===== config.mk =====
export PLATFORM = sky130hd
export DESIGN_NAME = indexed_sequence_store_top_flat
export DESIGN_NICKNAME = d
export VERILOG_FILES = /design/src/rtl/isq_pkg.sv /design/src/rtl/isq_if.sv /design/src/rtl/isq_ram.sv /design/src/rtl/isq_ctrl.sv /design/src/rtl/indexed_sequence_store_top.sv /design/src/flat_wrapper.sv
export SDC_FILE = /design/constraint.sdc
export NUM_CORES = 1
export LEC_CHECK = 0
export BUFFER_PORTS_ARGS = -buffer_cell sky130_fd_sc_hd__buf_2
export CORE_ASPECT_RATIO = 1.25
export CORE_MARGIN = 3
export CORE_UTILIZATION = 25
export CTS_CLUSTER_DIAMETER = 50
export DETAILED_ROUTE_END_ITERATION = 7
export MAX_ROUTING_LAYER = met4
export RECOVER_POWER = 100
export SLEW_MARGIN = 30
export SYNTH_ARGS = -nofsm -noshare
export SYNTH_HDL_FRONTEND = slang
export SYNTH_SLANG_ARGS = --single-unit

===== constraint.sdc =====
create_clock -name clk_i -period 5.7 [get_ports clk_i]
set_clock_uncertainty 0.05 [all_clocks]
set_input_delay 0.285 -clock clk_i [delete_from_list [all_inputs] [get_ports clk_i]]
set_output_delay 0.285 -clock clk_i [all_outputs]
set_load 0.02 [all_outputs]

===== src/rtl/isq_pkg.sv =====
// isq_pkg: shared constants, codes and types of the indexed sequence store
// depends on nothing; used by the interfaces, the sequencer and the top level

package isq_pkg;

  localparam int unsigned CAPACITY   = 16;
  localparam int unsigned DATA_WIDTH = 32;

  localparam int unsigned ADDR_W = $clog2(CAPACITY);
  localparam int unsigned CNT_W  = $clog2(CAPACITY + 1);

  // item field widths
  localparam int unsigned MODE_W   = 3;
  localparam int unsigned POS_W    = 6;
  localparam int unsigned DIN_W    = 32;
  localparam int unsigned DOUT_W   = 32;
  localparam int unsigned STATUS_W = 2;
  localparam int unsigned ICNT_W   = 5;

  // signed compare width for position against count
  localparam int unsigned CMP_W = ((CNT_W > POS_W) ? CNT_W : POS_W) + 1;

  typedef enum logic [MODE_W-1:0] {
    ISQ_ADD_TAIL = 3'd0,
    ISQ_ADD_HEAD = 3'd1,
    ISQ_INSERT   = 3'd2,
    ISQ_RM_HEAD  = 3'd3,
    ISQ_RM_TAIL  = 3'd4,
    ISQ_RM_AT    = 3'd5,
    ISQ_READ_AT  = 3'd6
  } isq_mode_e;

  typedef enum logic [STATUS_W-1:0] {
    ISQ_OK     = 2'd0,
    ISQ_BADPOS = 2'd1,
    ISQ_EMPTY  = 2'd2,
    ISQ_FULL   = 2'd3
  } isq_status_e;

  typedef enum logic [1:0] {
    OP_NONE,
    OP_PUT,
    OP_TAKE,
    OP_READ
  } isq_op_e;

  typedef enum logic [2:0] {
    ST_IDLE,
    ST_EXEC,
    ST_CAP,
    ST_SHIFT_UP,
    ST_SHIFT_DN,
    ST_RESP
  } isq_state_e;

  typedef struct packed {
    logic                  re;
    logic [ADDR_W-1:0]     raddr;
    logic                  we;
    logic [ADDR_W-1:0]     waddr;
    logic [DATA_WIDTH-1:0] wdata;
  } isq_mem_req_t;

  typedef struct packed {
    logic [DOUT_W-1:0]   data_out;
    isq_status_e         status;
    logic [ICNT_W-1:0]   item_count;
    logic                is_empty;
  } isq_rsp_t;

  // logical position to ring address, head plus offset with one wrap
  function automatic logic [ADDR_W-1:0] isq_phys(input logic [ADDR_W-1:0] head,
                                                 input logic [CNT_W-1:0]  lpos);
    logic [ADDR_W:0] sum;
    sum = {1'b0, head} + {1'b0, lpos[ADDR_W-1:0]};
    if (sum >= (ADDR_W + 1)'(CAPACITY)) begin
      sum = sum - (ADDR_W + 1)'(CAPACITY);
    end
    return sum[ADDR_W-1:0];
  endfunction

endpackage


===== src/rtl/isq_if.sv =====
// isq_if: request and result channel interfaces of the indexed sequence store
// depends on isq_pkg for the field widths

interface isq_req_if;
  import isq_pkg::*;

  logic                    valid;
  logic                    ready;
  logic [MODE_W-1:0]       mode;
  logic signed [POS_W-1:0] position;
  logic [DIN_W-1:0]        data_in;

  modport source (output valid, output mode, output position, output data_in,
                  input ready);
  modport sink   (input valid, input mode, input position, input data_in,
                  output ready);
endinterface

interface isq_rsp_if;
  import isq_pkg::*;

  logic                valid;
  logic                ready;
  logic [DOUT_W-1:0]   data_out;
  logic [STATUS_W-1:0] status;
  logic [ICNT_W-1:0]   item_count;
  logic                is_empty;

  modport source (output valid, output data_out, output status, output item_count,
                  output is_empty, input ready);
  modport sink   (input valid, input data_out, input status, input item_count,
                  input is_empty, output ready);
endinterface


===== src/rtl/isq_ram.sv =====
// isq_ram: generic simple dual-port ram, one write and one registered read port
// depends on nothing

module isq_ram #(
  parameter int unsigned DEPTH = 16,
  parameter int unsigned WIDTH = 32,
  parameter int unsigned AW    = $clog2(DEPTH)
) (
  input  logic             clk_i,
  input  logic             we_i,
  input  logic [AW-1:0]    waddr_i,
  input  logic [WIDTH-1:0] wdata_i,
  input  logic             re_i,
  input  logic [AW-1:0]    raddr_i,
  output logic [WIDTH-1:0] rdata_o
);

  logic [WIDTH-1:0] mem [DEPTH];

  always_ff @(posedge clk_i) begin
    if (we_i) begin
      mem[waddr_i] <= wdata_i;
    end
  end

  // read data holds until the next read
  always_ff @(posedge clk_i) begin
    if (re_i) begin
      rdata_o <= mem[raddr_i];
    end
  end

endmodule


===== src/rtl/isq_ctrl.sv =====
// isq_ctrl: request decode and shift sequencer over the ring-addressed word ram
// depends on isq_pkg and isq_if; drives the ram through an isq_mem_req_t

module isq_ctrl (
  input  logic                      clk_i,
  input  logic                      rst_ni,
  isq_req_if.sink                   req_i,
  output logic                      rsp_valid_o,
  input  logic                      rsp_ready_i,
  output isq_pkg::isq_rsp_t         rsp_o,
  output isq_pkg::isq_mem_req_t     mem_o,
  input  logic [isq_pkg::DATA_WIDTH-1:0] mem_rdata_i
);
  import isq_pkg::*;

  isq_state_e            state_q, state_d;
  logic [ADDR_W-1:0]     head_q, head_d;
  logic [CNT_W-1:0]      count_q, count_d;
  isq_op_e               op_q, op_d;
  isq_status_e           status_q, status_d;
  logic [CNT_W-1:0]      lidx_q, lidx_d;
  logic [CNT_W-1:0]      cur_q, cur_d;
  logic                  pend_q, pend_d;
  logic [CNT_W-1:0]      pend_dst_q, pend_dst_d;
  logic [DATA_WIDTH-1:0] data_q, data_d;

  // decode of the incoming item
  isq_op_e               dec_op;
  isq_status_e           dec_status;
  logic [CNT_W-1:0]      dec_lidx;
  logic signed [CMP_W-1:0] pos_x, cnt_x, rd_idx;
  logic                  full, empty;
  logic [ADDR_W-1:0]     head_dec, head_inc;

  assign full     = (count_q >= CNT_W'(CAPACITY));
  assign empty    = (count_q == '0);
  assign pos_x    = CMP_W'(req_i.position);
  assign cnt_x    = $signed(CMP_W'(count_q));
  assign rd_idx   = req_i.position[POS_W-1] ? (cnt_x + pos_x) : pos_x;
  assign head_dec = (head_q == '0) ? ADDR_W'(CAPACITY - 1) : head_q - 1'b1;
  assign head_inc = (head_q == ADDR_W'(CAPACITY - 1)) ? '0 : head_q + 1'b1;

  always_comb begin
    dec_op     = OP_NONE;
    dec_status = ISQ_OK;
    dec_lidx   = '0;
    case (isq_mode_e'(req_i.mode))
      ISQ_ADD_TAIL, ISQ_ADD_HEAD: begin
        if (full) begin
          dec_status = ISQ_FULL;
        end else begin
          dec_op   = OP_PUT;
          dec_lidx = (isq_mode_e'(req_i.mode) == ISQ_ADD_TAIL) ? count_q : '0;
        end
      end
      ISQ_INSERT: begin
        if (pos_x < 0 || pos_x > cnt_x) begin
          dec_status = ISQ_BADPOS;
        end else if (full) begin
          dec_status = ISQ_FULL;
        end else begin
          dec_op   = OP_PUT;
          dec_lidx = CNT_W'(pos_x);
        end
      end
      ISQ_RM_HEAD, ISQ_RM_TAIL: begin
        if (empty) begin
          dec_status = ISQ_EMPTY;
        end else begin
          dec_op   = OP_TAKE;
          dec_lidx = (isq_mode_e'(req_i.mode) == ISQ_RM_HEAD) ? '0 : count_q - 1'b1;
        end
      end
      ISQ_RM_AT: begin
        if (pos_x < 0) begin
          dec_status = ISQ_BADPOS;
        end else if (pos_x == 0 && empty) begin
          dec_status = ISQ_EMPTY;
        end else if (pos_x >= cnt_x) begin
          dec_status = ISQ_BADPOS;
        end else begin
          dec_op   = OP_TAKE;
          dec_lidx = CNT_W'(pos_x);
        end
      end
      ISQ_READ_AT: begin
        if (rd_idx < 0 || rd_idx >= cnt_x) begin
          dec_status = ISQ_BADPOS;
        end else begin
          dec_op   = OP_READ;
          dec_lidx = CNT_W'(rd_idx);
        end
      end
      default: begin
        dec_op = OP_NONE;
      end
    endcase
  end

  always_ff @(posedge clk_i or negedge rst_ni) begin
    if (!rst_ni) begin
      state_q <= ST_IDLE;
      head_q  <= '0;
      count_q <= '0;
      pend_q  <= 1'b0;
    end else begin
      state_q <= state_d;
      head_q  <= head_d;
      count_q <= count_d;
      pend_q  <= pend_d;
    end
  end

  always_ff @(posedge clk_i) begin
    op_q       <= op_d;
    status_q   <= status_d;
    lidx_q     <= lidx_d;
    cur_q      <= cur_d;
    pend_dst_q <= pend_dst_d;
    data_q     <= data_d;
  end

  always_comb begin
    state_d     = state_q;
    head_d      = head_q;
    count_d     = count_q;
    op_d        = op_q;
    status_d    = status_q;
    lidx_d      = lidx_q;
    cur_d       = cur_q;
    pend_d      = pend_q;
    pend_dst_d  = pend_dst_q;
    data_d      = data_q;
    req_i.ready = 1'b0;
    rsp_valid_o = 1'b0;
    mem_o       = '0;

    case (state_q)
      ST_IDLE: begin
        req_i.ready = 1'b1;
        if (req_i.valid) begin
          op_d     = dec_op;
          status_d = dec_status;
          lidx_d   = dec_lidx;
          data_d   = DATA_WIDTH'(req_i.data_in);
          state_d  = ST_EXEC;
        end
      end
      ST_EXEC: begin
        case (op_q)
          OP_PUT: begin
            if (lidx_q == '0) begin
              // front insert just moves the head back
              head_d      = head_dec;
              mem_o.we    = 1'b1;
              mem_o.waddr = head_dec;
              mem_o.wdata = data_q;
              count_d     = count_q + 1'b1;
              state_d     = ST_RESP;
            end else begin
              cur_d   = count_q;
              pend_d  = 1'b0;
              state_d = ST_SHIFT_UP;
            end
          end
          OP_TAKE, OP_READ: begin
            mem_o.re    = 1'b1;
            mem_o.raddr = isq_phys(head_q, lidx_q);
            state_d     = ST_CAP;
          end
          default: begin
            state_d = ST_RESP;
          end
        endcase
      end
      ST_CAP: begin
        data_d = mem_rdata_i;
        if (op_q == OP_READ) begin
          state_d = ST_RESP;
        end else if (lidx_q == '0) begin
          head_d  = head_inc;
          count_d = count_q - 1'b1;
          state_d = ST_RESP;
        end else begin
          cur_d   = lidx_q + 1'b1;
          pend_d  = 1'b0;
          state_d = ST_SHIFT_DN;
        end
      end
      ST_SHIFT_UP: begin
        // read one entry below, write it one place up on the next cycle
        if (pend_q) begin
          mem_o.we    = 1'b1;
          mem_o.waddr = isq_phys(head_q, pend_dst_q);
          mem_o.wdata = mem_rdata_i;
        end
        if (cur_q > lidx_q) begin
          mem_o.re    = 1'b1;
          mem_o.raddr = isq_phys(head_q, cur_q - 1'b1);
          pend_d      = 1'b1;
          pend_dst_d  = cur_q;
          cur_d       = cur_q - 1'b1;
        end else if (pend_q) begin
          pend_d = 1'b0;
        end else begin
          mem_o.we    = 1'b1;
          mem_o.waddr = isq_phys(head_q, lidx_q);
          mem_o.wdata = data_q;
          count_d     = count_q + 1'b1;
          state_d     = ST_RESP;
        end
      end
      ST_SHIFT_DN: begin
        if (pend_q) begin
          mem_o.we    = 1'b1;
          mem_o.waddr = isq_phys(head_q, pend_dst_q);
          mem_o.wdata = mem_rdata_i;
        end
        if (cur_q < count_q) begin
          mem_o.re    = 1'b1;
          mem_o.raddr = isq_phys(head_q, cur_q);
          pend_d      = 1'b1;
          pend_dst_d  = cur_q - 1'b1;
          cur_d       = cur_q + 1'b1;
        end else if (pend_q) begin
          pend_d = 1'b0;
        end else begin
          count_d = count_q - 1'b1;
          state_d = ST_RESP;
        end
      end
      ST_RESP: begin
        rsp_valid_o = 1'b1;
        if (rsp_ready_i) begin
          state_d = ST_IDLE;
        end
      end
      default: begin
        state_d = ST_IDLE;
      end
    endcase
  end

  always_comb begin
    rsp_o.data_out   = (op_q == OP_TAKE || op_q == OP_READ) ? DOUT_W'(data_q) : '0;
    rsp_o.status     = status_q;
    rsp_o.item_count = ICNT_W'(count_q);
    rsp_o.is_empty   = (count_q == '0);
  end

endmodule


===== src/rtl/indexed_sequence_store_top.sv =====
// Indexed sequence store: ordered store of up to CAPACITY words kept in a ring
// addressed ram. Requests enter on req_i (mode, position, data_in); each gives
// exactly one item on rsp_o (data_out, status, item_count, is_empty).
// An item is taken when valid and ready are both high on a rising edge.
// Time from request accept to result valid depends on the mode and, for an
// insert or a remove at a position, on how many words must move.
// Word moves go one per cycle through the single ram write port; the next
// request is taken once the current one has its result staged.
// The result sits in an output register, so the sequencer can take a new
// request while the previous result waits; a stalled receiver holds the
// result and, once a second result is ready, holds the sequencer as well.
// Reset clears the count, the head pointer and the output valid; the ram
// contents are not cleared and unused entries are never read.
// Depends on isq_pkg, isq_if, isq_ram and isq_ctrl.

module indexed_sequence_store_top (
  input  logic       clk_i,
  input  logic       rst_ni,
  isq_req_if.sink    req_i,
  isq_rsp_if.source  rsp_o
);
  import isq_pkg::*;

  isq_mem_req_t          mem_req;
  logic [DATA_WIDTH-1:0] mem_rdata;
  logic                  ctrl_rsp_valid;
  logic                  ctrl_rsp_ready;
  isq_rsp_t              ctrl_rsp;

  logic                  out_valid_q, out_valid_d;
  isq_rsp_t              out_q;

  isq_ctrl u_ctrl (
    .clk_i       (clk_i),
    .rst_ni      (rst_ni),
    .req_i       (req_i),
    .rsp_valid_o (ctrl_rsp_valid),
    .rsp_ready_i (ctrl_rsp_ready),
    .rsp_o       (ctrl_rsp),
    .mem_o       (mem_req),
    .mem_rdata_i (mem_rdata)
  );

  isq_ram #(
    .DEPTH (CAPACITY),
    .WIDTH (DATA_WIDTH),
    .AW    (ADDR_W)
  ) u_ram (
    .clk_i   (clk_i),
    .we_i    (mem_req.we),
    .waddr_i (mem_req.waddr),
    .wdata_i (mem_req.wdata),
    .re_i    (mem_req.re),
    .raddr_i (mem_req.raddr),
    .rdata_o (mem_rdata)
  );

  // output stage is free when empty or being drained this cycle
  assign ctrl_rsp_ready = !out_valid_q || rsp_o.ready;

  always_comb begin
    out_valid_d = out_valid_q;
    if (ctrl_rsp_valid && ctrl_rsp_ready) begin
      out_valid_d = 1'b1;
    end else if (rsp_o.ready) begin
      out_valid_d = 1'b0;
    end
  end

  always_ff @(posedge clk_i or negedge rst_ni) begin
    if (!rst_ni) begin
      out_valid_q <= 1'b0;
    end else begin
      out_valid_q <= out_valid_d;
    end
  end

  always_ff @(posedge clk_i) begin
    if (ctrl_rsp_valid && ctrl_rsp_ready) begin
      out_q <= ctrl_rsp;
    end
  end

  assign rsp_o.valid      = out_valid_q;
  assign rsp_o.data_out   = out_q.data_out;
  assign rsp_o.status     = out_q.status;
  assign rsp_o.item_count = out_q.item_count;
  assign rsp_o.is_empty   = out_q.is_empty;

endmodule

===== src/flat_wrapper.sv =====
// flat-port wrapper written by rule: the top's interface ports become plain ports
module indexed_sequence_store_top_flat import isq_pkg::*;
  (clk_i, rst_ni, req_i_valid, req_i_mode, req_i_position, req_i_data_in, req_i_ready, rsp_o_valid, rsp_o_data_out, rsp_o_status, rsp_o_item_count, rsp_o_is_empty, rsp_o_ready);
  isq_req_if req_i_i ();
  isq_rsp_if rsp_o_i ();
  input  logic clk_i;
  input  logic rst_ni;
  input wire logic [$bits(req_i_i.valid)-1:0] req_i_valid;
  input wire logic [$bits(req_i_i.mode)-1:0] req_i_mode;
  input wire logic [$bits(req_i_i.position)-1:0] req_i_position;
  input wire logic [$bits(req_i_i.data_in)-1:0] req_i_data_in;
  output wire logic [$bits(req_i_i.ready)-1:0] req_i_ready;
  output wire logic [$bits(rsp_o_i.valid)-1:0] rsp_o_valid;
  output wire logic [$bits(rsp_o_i.data_out)-1:0] rsp_o_data_out;
  output wire logic [$bits(rsp_o_i.status)-1:0] rsp_o_status;
  output wire logic [$bits(rsp_o_i.item_count)-1:0] rsp_o_item_count;
  output wire logic [$bits(rsp_o_i.is_empty)-1:0] rsp_o_is_empty;
  input wire logic [$bits(rsp_o_i.ready)-1:0] rsp_o_ready;
  assign req_i_i.valid = req_i_valid;
  assign req_i_i.mode = req_i_mode;
  assign req_i_i.position = req_i_position;
  assign req_i_i.data_in = req_i_data_in;
  assign req_i_ready = req_i_i.ready;
  assign rsp_o_valid = rsp_o_i.valid;
  assign rsp_o_data_out = rsp_o_i.data_out;
  assign rsp_o_status = rsp_o_i.status;
  assign rsp_o_item_count = rsp_o_i.item_count;
  assign rsp_o_is_empty = rsp_o_i.is_empty;
  assign rsp_o_i.ready = rsp_o_ready;
  indexed_sequence_store_top u_core (.clk_i(clk_i), .rst_ni(rst_ni), .req_i(req_i_i), .rsp_o(rsp_o_i));
endmodule

==> summary.md, run 1 <==
| Metric | Value |
|---|---|
| Largest net degree at the start of global routing | `86` |
| Crit path depth | `7` |
| CTS clk-pin slew, worst paths | `0.05 ns` |
| Overall Power | `17.3 mW` |
| Startpoint Class | `flip-flop` |
| Synth Instances | `1721` |
| Multi-input logic area | `0.00727 mm2` |
| Crit-path cells | `or3b_1 -> a21boi_4 -> nand2_1 -> o221a_2 -> or2_0 -> nor2_1 -> buf_4` |
| Critical-path maximum fanout | `26` |
| Worst endpoint required time | `5.95 ns` |
| Clock latency on the worst-skew pair | `0.62 ns` |
| Final GP Congestion | `0.840` |
| Core Footprint | `0.107 mm2` |
| Pwr Density | `539 mW/mm2` |
| Fillers | `10600` |
| DR WL/cell | `21.4 um` |
| Minimum clock period | `4.98 ns` |
| Drt pass-1 iters | `5` |
| Post-CTS sizing | `0` |
| Initial antenna violation count | `2` |
| Synth area leader | `edfxtp_1` |
| FF/Latch Area | `0.0194 mm2` |
| Status | `complete, but fails checks` |
| Leak pwr | `11.5 nW` |
| MaxCap Viol Count | `7` |
| Share of cells above drive strength 1 | `14.5%` |
| Final WL | `71.8 mm` |
| Synth warn | `0` |
| Crit end category | `flip-flop` |
| Fin crit share | `87.4%` |
| # rows | `134` |
| Violated checks | `max-capacitance violations, max-slew violations` |
| Synth top cells by count | `edfxtp_1, nand2_1, a21oi_1` |
| RSZ-0062 raised after global routing | `no` |
| Nets@finish | `1962` |
| Clk sinks | `648` |
| Worst R2R Path Depth | `7` |
| Mux contribution to synthesized area | `7.85%` |
| WP buf/inv | `1` |
| Class of the tightest hold or removal check | `in -> reg` |
| DRC | `0` |
| CP arrival | `5.24 ns` |
| Async SR Flop Fraction | `2.16%` |
| Final Hold Violating Endpoints | `0` |
| Seq/Total Area, Yosys | `71.6%` |
| Total gr overflow | `0` |
| Starting Density | `25.3%` |
| Combinational family with the most area after synthesis | `compound AO/OA/AOI/OAI gates` |
| Number of setup violations in the final report | `0` |
| Post-Synth Adder-Cell Area | `2.40%` |
| Simple-gate area share of the yosys netlist | `6.78%` |
| Vias | `15900` |
| Maximum vdd drop | `521 uV` |
| Ant. Diodes | `0` |
| Post-synth top flop | `edfxtp_1` |
| DR vias/cell | `4.74` |
| Most frequent cell after synthesis | `edfxtp_1` |
| Post-synth top area share | `70.3%` |
| Initial DRC count | `1520` |
| Synth Register Bits | `648` |
| IO buf count | `86` |
| Syn nets | `1815` |
| First-pass GRT wire length | `106 mm` |
| Total GRT Usage | `12.9%` |
| Clk buf depth | `3` |
| Post-Synth XOR/XNOR Area | `1.07%` |
| Die Area | `0.112 mm2` |
| Number of I/O pins | `87` |
| Actual slew at the worst max-slew pin | `3.12 ns` |
| Worst rel slew slack | `-108%` |
| Hold Path Stages | `3` |
| Slew Limit Fails | `211` |
| CTS H-tree depth | `3` |
| Mapped Area | `0.0271 mm2` |
| Synth Area in Compound Gates | `8.36%` |
| CTS tree | `built` |
| Final ANT Viol Nets | `0` |
| TritonCTS buffer count | `79` |
| WS Path Type | `reg -> reg` |
| DIE WIDTH | `300 um` |
| Synth Area per Inst | `15.7 um2` |
| Fin Setup TNS | `0 ns` |
| Critical path's top delay family | `simple AND/OR/NAND/NOR gates` |
| Number of synthesized flops with an enable pin | `634` |
| Vias in the first global route | `16200` |
| Die Y | `374 um` |
| DP Wirelength | `41.7 mm` |
| Area Overhead vs Synth | `18.7%` |
| Crit-path slowest cell | `nor2_1` |
| Main area contributors after synthesis | `edfxtp_1, mux4_2, nand2_1` |
| Fmax | `0.201 GHz` |
| Worst stage delay on the critical path | `1.34 ns` |
| Clock root cell | `clkbuf_16` |
| Yosys cell types | `69` |
-- metrics by stage --
stage / util [%] / cells / area, um2 / worst slack [ns] / hold slack, ns
3_5_place_dp: 27.5 / 3183 / 29500 / 1.32 / 0.185
3_3_place_gp: 27.5 / 3182 / 29400 / 1.39 / 0.177
5_1_grt: 30.0 / 3356 / 32100 / 0.537 / 0.00216
4_1_cts: 30.2 / 3356 / 32300 / 1.29 / 0.00357
2_1_floorplan: - / 1721 / 27100 / 1.61 / -0.0606
6_report: 30.0 / 3356 / 32100 / 0.717 / 0.00494
-- cells in the final DEF, fill, tap and decap left out, types with 11 or more instances in the layout --
cell type,n
clkinv_2,14
mux2i_1,65
ha_1,44
dfrtp_1,14
and2_0,28
edfxtp_1,634
buf_4,20
dlygate4sd3_1,32
a211o_1,33
clkbuf_16,79
o21ai_0,29
clkbuf_1,62
nand3_1,42
nand2b_1,13
a21o_1,11
a21oi_1,96
mux4_2,64
inv_1,29
buf_2,43
o22ai_1,36
nand2_1,237
a22o_1,64
nor2_1,36
xnor2_1,25
clkinv_1,15
-- worst register-to-register path, stage by stage, from the launching register on --
cell and delay, ns:
dfrtp_1 0.83, or3b_1 0.66, a21boi_4 0.64, nand2_1 0.12, o221a_2 0.18, or2_0 0.41, nor2_1 1.34, buf_4 0.45
-- worst paths after layout --
| kind | end | slack (ns) | from |
|---|---|---|---|
| worst max-delay path | u_core.u_ram.mem[5][5] | 0.72 | u_core.u_ctrl.state_q[2] |
| worst min-delay path | u_core.rsp_o.valid | 0.005 | rsp_o_ready |
| worst max register to register | u_core.u_ram.mem[5][5] | 0.72 | u_core.u_ctrl.state_q[2] |
| worst min register to register | u_core.rsp_o.status[0] | 0.37 | u_core.u_ctrl.status_q[0] |
| max in group asynchronous | u_core.u_ctrl.count_q[0] | 4.69 | rst_ni |
| min in group asynchronous | u_core.u_ctrl.head_q[3] | 0.31 | rst_ni |
-- kinds of logic after synthesis --
| family | Yosys count |
|---|---|
| fa+ha+maj | 49 |
| xor+xnor | 33 |
| compound gates | 325 |
| mux | 132 |
| simple gates | 412 |
| flops | 648 |
| buf+inv | 122 |
-- flip-flops by register name, summed over array words and instances (netlist names) --
name / flops
u_core.u_ram.mem: 512
u_core.rsp_o.data_out: 32
u_core.u_ctrl.data_q: 32
u_core.u_ram.rdata_o: 32
u_core.rsp_o.item_count: 5
u_core.u_ctrl.count_q: 5
u_core.u_ctrl.cur_q: 5
u_core.u_ctrl.lidx_q: 5
u_core.u_ctrl.head_q: 4
u_core.u_ctrl.pend_dst_q: 4
u_core.u_ctrl.state_q: 3
u_core.rsp_o.status: 2
u_core.u_ctrl.op_q: 2
u_core.u_ctrl.status_q: 2
u_core.rsp_o.is_empty: 1
u_core.rsp_o.valid: 1
u_core.u_ctrl.pend_q: 1
-- routing by layer --
layer  part of all wire, %  wire length (um)  vias up  track usage [%]
met3                   6.7              4830      132             2.61
met5                     0                 0        -                -
met2                    49             35400      577             20.8
met4                   2.7              1940        0             4.08
li1                      -                 -     6987                -
met1                    41             29600     8196             16.2
-- power by group --
group | switching [mW] | internal, mW
Clock | 2.00 | 2.89
Combinational | 3.54 | 2.12
Sequential | 0.466 | 6.31
-- area by class of cell --
type | instances | area share (%)
multi-input combinational | 951 | 22.6
sequential | 648 | 60.3
timing repair buffer | 159 | 3.19
clock buffer | 90 | 6.28
tap | 1428 | 5.56
inverter | 29 | 0.339
clock inverter | 51 | 1.69
-- what timing repair did --
action,CTS,global route
setup buffers,0,0
endpoints found under the hold margin,45,0
hold buffers,32,0
Note: power is estimated with default switching activity, not from simulation.
==> run 2: changes to the inputs <==
--- a/config.mk
+++ b/config.mk
@@ -6,7 +6,7 @@
 export NUM_CORES = 1
 export LEC_CHECK = 0
 export BUFFER_PORTS_ARGS = -buffer_cell sky130_fd_sc_hd__buf_2
-export CORE_ASPECT_RATIO = 1.25
+export CORE_ASPECT_RATIO = 0.75
 export CORE_MARGIN = 3
 export CORE_UTILIZATION = 25
 export CTS_CLUSTER_DIAMETER = 50
==> summary.md, run 2 (synthesized netlist as in run 1, its figures left out) <==
| Metric | Value |
|---|---|
| DR vias/cell | `4.71` |
| Initial DRC count | `1528` |
| CP arrival | `5.15 ns` |
| DRC | `0` |
| Leak pwr | `11.4 nW` |
| Vias in the first global route | `16100` |
| Final WL | `66.9 mm` |
| Final GP Congestion | `0.864` |
| Cts hold-fix bufs | `34` |
| DR WL/cell | `20.0 um` |
| Largest net degree at the start of global routing | `109` |
| Clock latency on the worst-skew pair | `0.62 ns` |
| DIE WIDTH | `386 um` |
| Fmax | `0.203 GHz` |
| Final ANT Viol Nets | `0` |
| Area Overhead vs Synth | `18.1%` |
| Crit end category | `flip-flop` |
| Critical-path maximum fanout | `26` |
| Post-CTS sizing | `0` |
| Class of the tightest hold or removal check | `in -> reg` |
| RSZ-0062 raised after global routing | `no` |
| Worst endpoint required time | `5.92 ns` |
| Violated checks | `max-capacitance violations, max-slew violations` |
| Clk buf depth | `3` |
| CTS H-tree depth | `3` |
| Multi-input logic area | `0.00727 mm2` |
| HP Start | `req_i_position[3]` |
| Final Hold Violating Endpoints | `0` |
| Total gr overflow | `0` |
| Overall Power | `17.0 mW` |
| # Post-CTS Setup Buffers | `0` |
| Maximum vdd drop | `570 uV` |
| Number of setup violations in the final report | `0` |
| Nets@finish | `1961` |
| Worst R2R Path Depth | `6` |
| First-pass GRT wire length | `101 mm` |
| Max reg flops | `512` |
| Starting Density | `25.5%` |
| Commonest non-fill, non-tap cell in the layout | `edfxtp_1` |
| Worst hold slack | `0.0430 ns` |
| Actual slew at the worst max-slew pin | `2.79 ns` |
| Startpoint Class | `flip-flop` |
| WHS Endpoint | `u_core.u_ctrl.lidx_q[3]` |
| Fin crit share | `86.4%` |
| Die Area | `0.112 mm2` |
| Status | `complete, but fails checks` |
| IO buf count | `86` |
| Initial antenna violation count | `0` |
| Hold Path Stages | `2` |
| Biggest register | `u_core.u_ram.mem` |
| Clk sinks | `648` |
| Slew Limit Fails | `256` |
| Total GRT Usage | `12.1%` |
| Reg-to-Reg End | `u_core.u_ram.mem[3][6]` |
| CTS clk-pin slew, worst paths | `0.05 ns` |
| Worst r2r src | `u_core.u_ctrl.state_q[2]` |
| Core Footprint | `0.106 mm2` |
| Minimum clock period | `4.93 ns` |
| CTS tree | `built` |
| Fin Setup TNS | `0 ns` |
| Pwr Density | `531 mW/mm2` |
| DP Wirelength | `40.2 mm` |
| FF/Latch Area | `0.0194 mm2` |
| Drt pass-1 iters | `6` |
| Die Y | `291 um` |
| R2R Setup Slk | `0.77 ns` |
| Number of I/O pins | `87` |
| Commonest non-fill, non-tap cells in the layout | `edfxtp_1, nand2_1, a21oi_1` |
| Clock root cell | `clkbuf_16` |
| Worst rel slew slack | `-85.8%` |
| TritonCTS buffer count | `76` |
| Share of cells above drive strength 1 | `13.9%` |
| MaxCap Viol Count | `11` |
| # rows | `103` |
| Vias | `15700` |
| Fillers | `10500` |
| WS Path Type | `reg -> reg` |
==> run 2: area by class of cell <==
type / instances / share of cell area [%]
sequential: 648 / 60.6
multi-input combinational: 951 / 22.7
clock buffer: 88 / 6.15
tap: 1417 / 5.54
timing repair buffer: 161 / 3.13
clock inverter: 50 / 1.50
inverter: 29 / 0.340
antenna: 1 / 0.00782
==> run 2: metal layers <==
metal  global-route usage, %  wire (um)  share of wire, %
met5                       -          0                 0
met4                    3.86       1810               2.7
met3                    2.12       4280               6.4
met2                    19.1      32200                48
met1                    15.8      28600                43
==> run 2: stage by stage <==
step / std cells / worst slack (ns) / cell area, um2 / utilization (%)
2_1_floorplan: 1721 / 1.61 / 27100 / -
6_report: 3345 / 0.774 / 32000 / 30.1
5_1_grt: 3344 / 0.602 / 32000 / 30.1
4_1_cts: 3344 / 1.35 / 32200 / 30.3
3_5_place_dp: 3172 / 1.37 / 29400 / 27.7
3_3_place_gp: 3171 / 1.45 / 29400 / 27.6
==> run 2: worst max-delay path, stage by stage (launching register included) <==
cell and delay [ns]:
dfrtp_1 0.84, or3b_1 0.65, a21boi_4 0.50, a221oi_1 0.25, or2_2 0.43, nor2_1 1.26, buf_4 0.58
==> run 2: worst max-delay path by stage <==
stage / endpoint / from / cells after the start / slack, ns
4_1_cts: u_core.u_ram.rdata_o[24] / u_core.u_ctrl.state_q[2] / 9 / 1.35
2_1_floorplan: u_core.u_ram.mem[6][0] / u_core.u_ctrl.lidx_q[1] / 9 / 1.61
5_1_grt: u_core.u_ram.mem[8][12] / u_core.u_ctrl.cur_q[2] / 9 / 0.60
3_5_place_dp: u_core.u_ram.rdata_o[18] / u_core.u_ctrl.state_q[2] / 9 / 1.37
6_report: u_core.u_ram.mem[3][6] / u_core.u_ctrl.state_q[2] / 6 / 0.77
3_3_place_gp: u_core.u_ram.rdata_o[16] / u_core.u_ctrl.state_q[2] / 9 / 1.45
==> run 2: power breakdown <==
part / internal, mW / switching (mW)
combinational: 2.10 / 3.45
sequential: 6.30 / 0.442
clock: 2.74 / 1.95
==> run 3: changes to the inputs <==
--- a/config.mk
+++ b/config.mk
@@ -6,7 +6,7 @@
 export NUM_CORES = 1
 export LEC_CHECK = 0
 export BUFFER_PORTS_ARGS = -buffer_cell sky130_fd_sc_hd__buf_2
-export CORE_ASPECT_RATIO = 0.75
+export CORE_ASPECT_RATIO = 0.5
 export CORE_MARGIN = 3
 export CORE_UTILIZATION = 25
 export CTS_CLUSTER_DIAMETER = 50
==> summary.md, run 3 (synthesized netlist as in run 1, its figures left out) <==
| Metric | Value |
|---|---|
| Status | `complete, but fails checks` |
| Violated checks | `max-capacitance violations, max-slew violations` |
| Actual slew at the worst max-slew pin | `3.29 ns` |
| TritonCTS buffer count | `73` |
| CTS H-tree depth | `3` |
| Worst R2R Path Depth | `5` |
| Worst hold slack | `0.0251 ns` |
| DRC | `0` |
| Initial antenna violation count | `3` |
| Finished Layout Cells | `3340` |
| Starting Density | `25.5%` |
| Vias | `15800` |
| Share of cells above drive strength 1 | `13.9%` |
| Reg-to-Reg End | `u_core.u_ram.rdata_o[20]` |
| Final Hold Violating Endpoints | `0` |
| Area Overhead vs Synth | `17.8%` |
| WS Path Type | `reg -> reg` |
| Fin crit share | `86.8%` |
| Total GRT Usage | `12.7%` |
| Clock latency on the worst-skew pair | `0.61 ns` |
| Met1 usage | `16.3%` |
| Dpl ws | `1.28 ns` |
| Total gr overflow | `0` |
| Overall Power | `17.0 mW` |
| DR vias/cell | `4.73` |
| GR peak layer | `met2` |
| Clock root cell | `clkbuf_16` |
| Global-route track usage on met3 | `1.96%` |
| RSZ-0062 raised after global routing | `no` |
| # rows | `84` |
| Slew Limit Fails | `211` |
| DIE WIDTH | `472 um` |
| Fin Setup TNS | `0 ns` |
| Final WL | `70.7 mm` |
| Area post-placement | `0.0295 mm2` |
| Maximum vdd drop | `453 uV` |
| GR Util met2 | `20.8%` |
| IO buf count | `86` |
| Startpoint Class | `flip-flop` |
| CTS tree | `built` |
| Final ANT Viol Nets | `0` |
| MaxCap Viol Count | `8` |
| CP arrival | `5.03 ns` |
| Biggest register | `u_core.u_ram.mem` |
| Fmax | `0.202 GHz` |
| Critical-path maximum fanout | `32` |
| # Post-CTS Setup Buffers | `0` |
| Leak pwr | `11.4 nW` |
| CTS clk-pin slew, worst paths | `0.06 ns` |
| Commonest non-fill, non-tap cell in the layout | `edfxtp_1` |
| Finished Cell Area | `0.0319 mm2` |
| Minimum clock period | `4.95 ns` |
| Nets@finish | `1955` |
| Number of I/O pins | `87` |
| Largest net degree at the start of global routing | `130` |
| Core Footprint | `0.106 mm2` |
| Clk buf depth | `3` |
| Final core utilization | `30.0%` |
| Clk sinks | `648` |
| WHS Endpoint | `u_core.rsp_o.valid` |
| Worst rel slew slack | `-119%` |
| Final GP Congestion | `0.817` |
| R2R Setup Slk | `0.75 ns` |
| Vias in the first global route | `15800` |
| DP Wirelength | `39.1 mm` |
| Crit end category | `flip-flop` |
| Initial DRC count | `1612` |
| Die Y | `239 um` |
| Final WS setup | `0.751 ns` |
| Class of the tightest hold or removal check | `in -> reg` |
| Drt pass-1 iters | `5` |
| Hold Path Stages | `3` |
| Number of setup violations in the final report | `0` |
| Max reg flops | `512` |
| Commonest non-fill, non-tap cells in the layout | `edfxtp_1, nand2_1, a21oi_1` |
| Worst endpoint required time | `5.78 ns` |
| Worst r2r src | `u_core.u_ctrl.state_q[2]` |
| Die Area | `0.113 mm2` |
| Pwr Density | `531 mW/mm2` |
| HP Start | `rsp_o_ready` |
| DR WL/cell | `21.2 um` |
| Cell count after placement | `3174` |
| First-pass GRT wire length | `104 mm` |
[run 3: cell count changes in the layout (fill, tap and decap cells not counted), sizes merged]
| cell | delta |
|---|---|
| clkinv | +1 |
| diode | +3 |
| clkinvlp | -2 |
| clkbuf | -4 |
| dlygate4sd3 | -3 |
| inv | -7 |
| buf | +5 |
[run 3: critical path: stages, from the launching register on]
cell      delay (ns)
dfrtp_1         0.85
or3b_1          0.63
nor2_2          0.14
o21ai_0         0.34
nand3_2         0.18
clkbuf_1        2.29
[run 3: power by group]
group | switching, mW | internal (mW) | leakage, nW
registers | 0.436 | 6.31 | 6.22
logic | 3.58 | 2.10 | 4.00
clock network | 1.87 | 2.67 | 1.14
total | 5.88 | 11.1 | 11.4
[run 3: repair_timing]
action                    4_1_cts  5_1_grt
hold endpoints to repair       44        0
hold buffers                   31        0
gates resized for setup         0        0
[run 3: per-layer routing]
layer	vias to the layer above	wire [um]
li1	6980	-
met1	8164	30400
met2	539	34300
met3	127	4220
met4	0	1780
met5	-	0
[run 3: final cells by class]
type / count / area, um2
tap: 1419 / 1780
inverter: 29 / 109
timing repair buffer: 158 / 1020
multi-input combinational: 951 / 7260
sequential: 648 / 19400
antenna: 4 / 10.0
clock buffer: 89 / 1940
clock inverter: 42 / 398
fill: 10500 / 74400
[run 3: worst max path at each step]
| stage | slack, ns | to | start |
|---|---|---|---|
| 2_1_floorplan | 1.61 | u_core.u_ram.mem[6][0] | u_core.u_ctrl.lidx_q[1] |
| 3_3_place_gp | 1.32 | u_core.u_ram.rdata_o[29] | u_core.u_ctrl.state_q[2] |
| 3_5_place_dp | 1.28 | u_core.u_ram.rdata_o[7] | u_core.u_ctrl.state_q[2] |
| 4_1_cts | 1.28 | u_core.u_ram.rdata_o[7] | u_core.u_ctrl.state_q[2] |
| 5_1_grt | 0.54 | u_core.u_ram.mem[0][23] | u_core.u_ctrl.state_q[2] |
| 6_report | 0.75 | u_core.u_ram.rdata_o[20] | u_core.u_ctrl.state_q[2] |
